`config.mk`:
```
export PLATFORM = sky130hd
export DESIGN_NAME = hdc_ctrl
export DESIGN_NICKNAME = d
export VERILOG_FILES = /design/src/hdc_pkg.sv /design/src/hdc_ctrl.sv
export SDC_FILE = /design/constraint.sdc
export NUM_CORES = 1
export LEC_CHECK = 0
export BUFFER_PORTS_ARGS = -buffer_cell sky130_fd_sc_hd__buf_2
export CAP_MARGIN = 10
export CORE_AREA = 4 4 41 43
export DETAILED_ROUTE_END_ITERATION = 6
export DIE_AREA = 0 0 45 47
export SLEW_MARGIN = 40
export SYNTH_ARGS = -nofsm -noshare
export SYNTH_HDL_FRONTEND = slang
export SYNTH_SLANG_ARGS = --single-unit
```
`constraint.sdc`:
```
create_clock -name clk_i -period 2.71 [get_ports clk_i]
set_input_delay 0.271 -clock clk_i [delete_from_list [all_inputs] [get_ports clk_i]]
set_output_delay 0.271 -clock clk_i [all_outputs]
set_load 0.01 [all_outputs]
```
`src/hdc_pkg.sv`:
```
// Shared constants, types and codes of the hierarchical depth cull block.
package hdc_pkg;

  localparam int unsigned DEF_SIDE_LOG2  = 6;
  localparam int unsigned DEF_DEPTH_BITS = 24;

  // Widths of the fixed stream fields.
  localparam int unsigned COORD_W     = 12;
  localparam int unsigned ZIN_W       = 24;
  localparam int unsigned VERT_W      = 2 * COORD_W + ZIN_W;
  localparam int unsigned IN_TDATA_W  = 3 * VERT_W;
  localparam int unsigned IN_TUSER_W  = 1;
  localparam int unsigned OUT_TDATA_W = 8;

  // Opcode carried in tuser.
  localparam logic OP_WRITE = 1'b0;
  localparam logic OP_QUERY = 1'b1;

  typedef enum logic [3:0] {
    ST_CLEAR,
    ST_IDLE,
    ST_W_LEAF,
    ST_W_RD0,
    ST_W_RD1,
    ST_W_RD2,
    ST_W_LAST,
    ST_Q_RD,
    ST_Q_CMP
  } hdc_state_e;

  // Which sibling of the current node is read.
  typedef enum logic [1:0] {
    SIB_X,
    SIB_Y,
    SIB_XY
  } hdc_sib_e;

  typedef struct packed {
    logic     capture;
    logic     clr_step;
    logic     leaf_wr;
    logic     sib_rd;
    hdc_sib_e sib;
    logic     acc_first;
    logic     acc_next;
    logic     par_wr;
    logic     q_rd;
    logic     q_done;
  } hdc_cmd_t;

  typedef struct packed {
    logic clr_last;
    logic lvl_one;
  } hdc_status_t;

endpackage

```
`src/hdc_ctrl.sv`:
```
// Controller state machine of the hierarchical depth cull block.
module hdc_ctrl (
  input  logic                clk_i,
  input  logic                rst_ni,
  input  logic                s_axis_tvalid,
  output logic                s_axis_tready,
  input  logic                s_axis_tuser,
  output logic                m_axis_tvalid,
  input  logic                m_axis_tready,
  input  hdc_pkg::hdc_status_t status_i,
  output hdc_pkg::hdc_cmd_t    cmd_o
);
  import hdc_pkg::*;

  hdc_state_e state_q, state_d;
  logic       m_valid_q, m_valid_d;
  logic       out_free;

  assign out_free = !m_valid_q || m_axis_tready;

  always_comb begin
    state_d = state_q;
    unique case (state_q)
      ST_CLEAR:  if (status_i.clr_last) state_d = ST_IDLE;
      ST_IDLE: begin
        if (s_axis_tvalid) begin
          state_d = (s_axis_tuser == OP_QUERY) ? ST_Q_RD : ST_W_LEAF;
        end
      end
      ST_W_LEAF: state_d = ST_W_RD0;
      ST_W_RD0:  state_d = ST_W_RD1;
      ST_W_RD1:  state_d = ST_W_RD2;
      ST_W_RD2:  state_d = ST_W_LAST;
      ST_W_LAST: state_d = status_i.lvl_one ? ST_IDLE : ST_W_RD0;
      ST_Q_RD:   state_d = ST_Q_CMP;
      ST_Q_CMP:  if (out_free) state_d = ST_IDLE;
      default:   state_d = ST_CLEAR;
    endcase
  end

  always_comb begin
    cmd_o         = '0;
    cmd_o.sib     = SIB_X;
    s_axis_tready = 1'b0;
    unique case (state_q)
      ST_CLEAR: cmd_o.clr_step = 1'b1;
      ST_IDLE: begin
        s_axis_tready = 1'b1;
        cmd_o.capture = s_axis_tvalid;
      end
      ST_W_LEAF: cmd_o.leaf_wr = 1'b1;
      ST_W_RD0: begin
        cmd_o.sib_rd = 1'b1;
        cmd_o.sib    = SIB_X;
      end
      ST_W_RD1: begin
        cmd_o.sib_rd    = 1'b1;
        cmd_o.sib       = SIB_Y;
        cmd_o.acc_first = 1'b1;
      end
      ST_W_RD2: begin
        cmd_o.sib_rd   = 1'b1;
        cmd_o.sib      = SIB_XY;
        cmd_o.acc_next = 1'b1;
      end
      ST_W_LAST: cmd_o.par_wr = 1'b1;
      ST_Q_RD:   cmd_o.q_rd   = 1'b1;
      ST_Q_CMP:  cmd_o.q_done = out_free;
      default: ;
    endcase
  end

  always_comb begin
    m_valid_d = m_valid_q;
    if (cmd_o.q_done) begin
      m_valid_d = 1'b1;
    end else if (m_axis_tready) begin
      m_valid_d = 1'b0;
    end
  end

  always_ff @(posedge clk_i or negedge rst_ni) begin
    if (!rst_ni) begin
      state_q   <= ST_CLEAR;
      m_valid_q <= 1'b0;
    end else begin
      state_q   <= state_d;
      m_valid_q <= m_valid_d;
    end
  end

  assign m_axis_tvalid = m_valid_q;

`ifndef SYNTHESIS
  a_done_needs_slot: assert property (@(posedge clk_i) disable iff (!rst_ni)
    cmd_o.q_done |-> (!m_valid_q || m_axis_tready))
    else $error("query result loaded while the output slot is occupied");

  a_query_starts_read: assert property (@(posedge clk_i) disable iff (!rst_ni)
    (s_axis_tvalid && s_axis_tready && (s_axis_tuser == OP_QUERY)) |=> state_q == ST_Q_RD)
    else $error("accepted query did not start its node read");

  a_result_from_cmp: assert property (@(posedge clk_i) disable iff (!rst_ni)
    $rose(m_valid_q) |-> $past(state_q) == ST_Q_CMP)
    else $error("result raised outside the compare step");
`endif

endmodule

```
# Word level (Yosys, flattened, before mapping)
# Index checks and enable logic that the tools add are counted.
classes:
  n_eq_ne: 11
  mux: 18
  reduce_logical: 5
ops:
  columns: ["cell", "count"]
  rows:
  - ["$pmux 4 s9", 1]
  - ["$eq 4x3->1 const B", 4]
  - ["$mux 4", 3]
  - ["$mux 1", 11]
  - ["$pmux 3 s3", 1]
  - ["$eq 4x2->1 const B", 2]
  - ["$ne 2x2->1 const B", 3]
  - ["$eq 4x1->1 const B", 1]
  - ["$eq 4x4->1 const B", 1]
  - ["$logic_not 4->1", 1]
  - ["$mux 3", 1]
  - ["$reduce_and 3->1", 1]
  - ["$mux 2", 1]
  - ["$reduce_bool 2->1", 1]
  - ["$logic_not 1->1", 1]
  - ["$logic_or 1x1->1", 1]
totals:
  register_bits: 5
  output_inout_bits: 13
  word_cells: 36

# Longest topological paths before layout
depth:
  ltp_word: 4
  ltp_mapped: 4
  ltp_nobuf: 3

# Worst setup path before layout
# Ideal clock, no wire load.
synth_timing:
  path_kind: "register -> output"
  from: "reg state_q[1]"
  to: "out cmd_o[0] (netlist name)"
  arrival_time_ns: 1.246
  t_required_ns: 2.439
  slack_ns: 1.193
  stages_incl_launch_ff: 5
  path_buffers: 2
  path_cell_list: "dfrtp_1 buf_6 or4b_4 nor2_1 buf_4"
synth_rtl:
  columns: ["item", "line_no", "rtl"]
  rows:
  - ["start: declaration", "hdc_ctrl.sv:15", "hdc_state_e state_q, state_d;"]
  - ["start signal: assignment", "hdc_ctrl.sv:87", "state_q <= state_d;"]
  - ["end: declaration", "hdc_ctrl.sv:11", "output hdc_pkg::hdc_cmd_t cmd_o"]

==> metrics.log <==
[metrics] PD cells: 1060 mW/mm2
[metrics] Cell Rows: 13
[metrics] port buffer count: 19
[metrics] routed length per placed instance: ~11 um
[metrics] top cells by area, synth: sky130_fd_sc_hd__dfrtp_1 (31%), sky130_fd_sc_hd__nand2b_1 (7.7%), sky130_fd_sc_hd__buf_6 (5.6%)
[metrics] post-synthesis register bit count: 5
[metrics] type of the tightest min-delay check: primary input to flip-flop
[metrics] floorplan die area: 0.00212 mm2
[metrics] number of maximum-capacitance constraint violations: 0
[metrics] number of global-route vias before repair: 358
[metrics] Startpoint Class: flip-flop
[metrics] netlist area before placement: 405 um2
[metrics] final number of hold-violating endpoints: 0
[metrics] maximum clock skew at final layout: 0.00572 ns
[metrics] detailed-route DRC error count: 0
[metrics] fin crit share: 66.7%
[metrics] Leak Pwr: around 0.00027 uW
[metrics] overall routing resource usage: about a tenth
[metrics] worst-case headroom to the max-slew limit: 76.1%
[metrics] final setup violation count: 0
[metrics] setup repair after global routing missed its margin: false
[metrics] Netlist cell types: 23
[metrics] vias: 355
[metrics] Pre-Repair DR Iteration Count: 4
[metrics] number of synthesized flops with an enable pin: 0
[metrics] most instantiated cells after synthesis: sky130_fd_sc_hd__dfrtp_1 (5), sky130_fd_sc_hd__nand2b_1 (5), sky130_fd_sc_hd__nor2_1 (4), sky130_fd_sc_hd__nor3_1 (4), sky130_fd_sc_hd__nand2_1 (3)
[metrics] area share of and/or/nand/nor cells after synthesis: 34.3%
[metrics] CTS buffer count: 3
[metrics] synthesized net count: 52
[metrics] smallest hold slack: between 0.2 and 0.25 ns
[metrics] synthesis-to-layout area growth: 25.6%
[metrics] sequential cell area fraction in the yosys report: between 30 and 40%
[metrics] highest cell delay on the worst timing path: 0.57 ns
[metrics] Starting DRT DRC Count: 6
[metrics] Num Clock Sinks: 5
[metrics] maximum number of pins on one net before global-route repair: 13
[metrics] cell-by-cell trace of the critical path: or4b_4, nor2_1, buf_2
[metrics] result of the run: finished, final reports clean
[metrics] via/cell ratio: 4.55
[metrics] share of the synthesized area in the top cell type: 30.9%
[metrics] number of H-tree levels: 1
[metrics] upper clock frequency limit: 0.553 GHz
[metrics] dominant register cell in the synthesized netlist: sky130_fd_sc_hd__dfrtp_1
[metrics] gate count after technology mapping: 45
[metrics] worst path arrival time: 1.54 ns
[metrics] highest ir drop seen on vdd: 540 uV
[metrics] first-pass GRT wire length: approximately 1400 um
[metrics] Final min period: 1.81 ns
[metrics] I/O pin cnt: 20
[metrics] dpl hpwl: 685 um
[metrics] Net count, final: 71
[metrics] Worst-Margin Slew: 0.358 ns
[metrics] number of antenna violations at the first check in global routing: 0
[metrics] setup TNS: 0 ns
[metrics] Core Area: 0.00130 mm2
[metrics] grt ovf: 0
[metrics] Crit. End Element: output pin
[metrics] Starting Density: 31.2%
[metrics] fraction of synthesized cell area in xor and xnor cells: 0%
[metrics] Synth async-reset ratio: 100%
[metrics] worst-skew pair later-pin latency: 0.24 ns
[metrics] antenna violation net count after detailed routing: 0
[metrics] Worst Path Max Fanout: 12
[metrics] Reg clk slew, reported paths: 0.05 ns
[metrics] synthesis warning total: 0
[metrics] TritonCTS clock tree: built
[metrics] Max clock buf depth: 2
[metrics] compound-gate portion of the synthesized area: 18.8%
[metrics] Synth Area in Adders: 0%
[metrics] cell type with the highest aggregate area in the netlist: sky130_fd_sc_hd__dfrtp_1
[metrics] worst endpoint required time: 2.44 ns
[metrics] final weighted congestion in routability-driven placement: 0.674
[metrics] total length of routed wires: 835 um
[metrics] kind of critical path: flip-flop to output pin
[metrics] per-instance average area after synthesis: 9.01 um2
[metrics] die height: 47 um
[metrics] final slew viol count: 0
[metrics] Worst path slowest cell: sky130_fd_sc_hd__or4b_4
[metrics] largest family of logic cells by synthesized area: simple AND/OR/NAND/NOR gates
[metrics] Inserted Diodes: 0
[metrics] Die Width: 45 um
[metrics] clk root buf: sky130_fd_sc_hd__clkbuf_4
[metrics] share of cell area taken by muxes after synthesis: 2.47%
[metrics] ratio of cells with drive above 1 in the final layout: a little over two fifths
timing repair:
item,4_1_cts,5_1_grt
hold buffers,1,0
hold endpoints to repair,5,0
buffers inserted,0,0
gates resized for setup,0,0
per-layer routing:
| layer | vias up | GRT usage, % | part of all wire (%) | wire [um] |
|---|---|---|---|---|
| li1 | 192 | - | - | - |
| met1 | 147 | 12.0 | 47 | 391 |
| met2 | 16 | 14.4 | 43 | 357 |
| met3 | 0 | 2.30 | 10 | 86 |
| met4 | 0 | 5.26 | 0 | 0 |
| met5 | - | 0 | 0 | 0 |
kinds of logic (layout without fill, tap and decap cells):
group,after synthesis,after routing
AO/OA/AOI/OAI,8,8
flip-flops,5,5
AND/OR/NAND/NOR,23,23
buffers and inverters,8,26
multiplexers,1,1
flip-flops by register name (all words and copies together) (netlist names):
name and count:
state_q 4, m_axis_tvalid 1
through the flow:
stage | std cells | worst slack [ns] | utilization [%] | instance area, um2 | power (uW)
finish | 78 | 0.902 | 39.1 | 509 | 540
global route | 78 | 0.810 | 39.1 | 509 | 591
CTS | 78 | 0.897 | 39.1 | 509 | 547
detailed placement | 73 | 1.17 | 36.3 | 472 | 456
global placement | 73 | 1.19 | 36.3 | 472 | 457
floorplan | 45 | 1.19 | - | 405 | 401
power by group:
| group | switching (uW) | internal [uW] |
|---|---|---|
| logic | 144 | 143 |
| registers | 67.5 | 101 |
| clock network | 30.8 | 53.4 |
| total | 242 | 297 |
worst max-delay path, delay by kind of cell (launching register included):
kind,cells,cell delay [ns]
DFF,1,0.50
and+or+nand+nor,2,0.66
buffers and inverters,1,0.13
layout make-up:
| class | instances | area [um2] |
|---|---|---|
| flip-flops and latches | 5 | 125 |
| fillers | 152 | 792 |
| clock buffers | 3 | 22.5 |
| multi-input cells | 32 | 225 |
| repair buffers | 20 | 105 |
| clock inverters | 1 | 5.00 |
| well taps | 15 | 18.8 |
| inverters | 2 | 7.51 |
final timing paths:
| check | start | end | slack [ns] | cells after the start |
|---|---|---|---|---|
| hold reg to reg | m_axis_tvalid$_DFFE_PN0P_ | m_axis_tvalid$_DFFE_PN0P_ | 0.52 | 2 |
| min in group asynchronous | rst_ni | m_axis_tvalid$_DFFE_PN0P_ | 0.37 | 2 |
| setup reg to reg | state_q[0]$_DFFE_PN0P_ | state_q[2]$_DFFE_PN0P_ | 1.35 | 3 |
| max in group asynchronous | rst_ni | state_q[3]$_DFFE_PN0P_ | 2.21 | 2 |
| hold / removal | s_axis_tvalid | state_q[0]$_DFFE_PN0P_ | 0.23 | 2 |
| setup / recovery | state_q[1]$_DFFE_PN0P_ | cmd_o[0] | 0.90 | 3 |
layout by cell type, fill, tap and decap left out:
master	n
sky130_fd_sc_hd__inv_1	2
sky130_fd_sc_hd__o41a_1	1
sky130_fd_sc_hd__clkinv_2	1
sky130_fd_sc_hd__nand2b_1	5
sky130_fd_sc_hd__a211oi_2	1
sky130_fd_sc_hd__clkbuf_4	3
sky130_fd_sc_hd__a211oi_1	1
sky130_fd_sc_hd__and2_1	2
sky130_fd_sc_hd__nand3b_1	1
sky130_fd_sc_hd__nor4b_2	1
sky130_fd_sc_hd__buf_2	19
sky130_fd_sc_hd__a21boi_0	1
sky130_fd_sc_hd__nand2_1	3
sky130_fd_sc_hd__o32ai_2	1
sky130_fd_sc_hd__nor2b_1	1
sky130_fd_sc_hd__or4b_4	1
sky130_fd_sc_hd__mux2i_1	1
sky130_fd_sc_hd__nor2_1	4
sky130_fd_sc_hd__o22ai_1	1
sky130_fd_sc_hd__a21o_1	2
sky130_fd_sc_hd__dfrtp_1	5
sky130_fd_sc_hd__dlygate4sd3_1	1
sky130_fd_sc_hd__nor4_1	1
sky130_fd_sc_hd__nor3_1	4
Note: power is estimated with default switching activity, not from simulation.
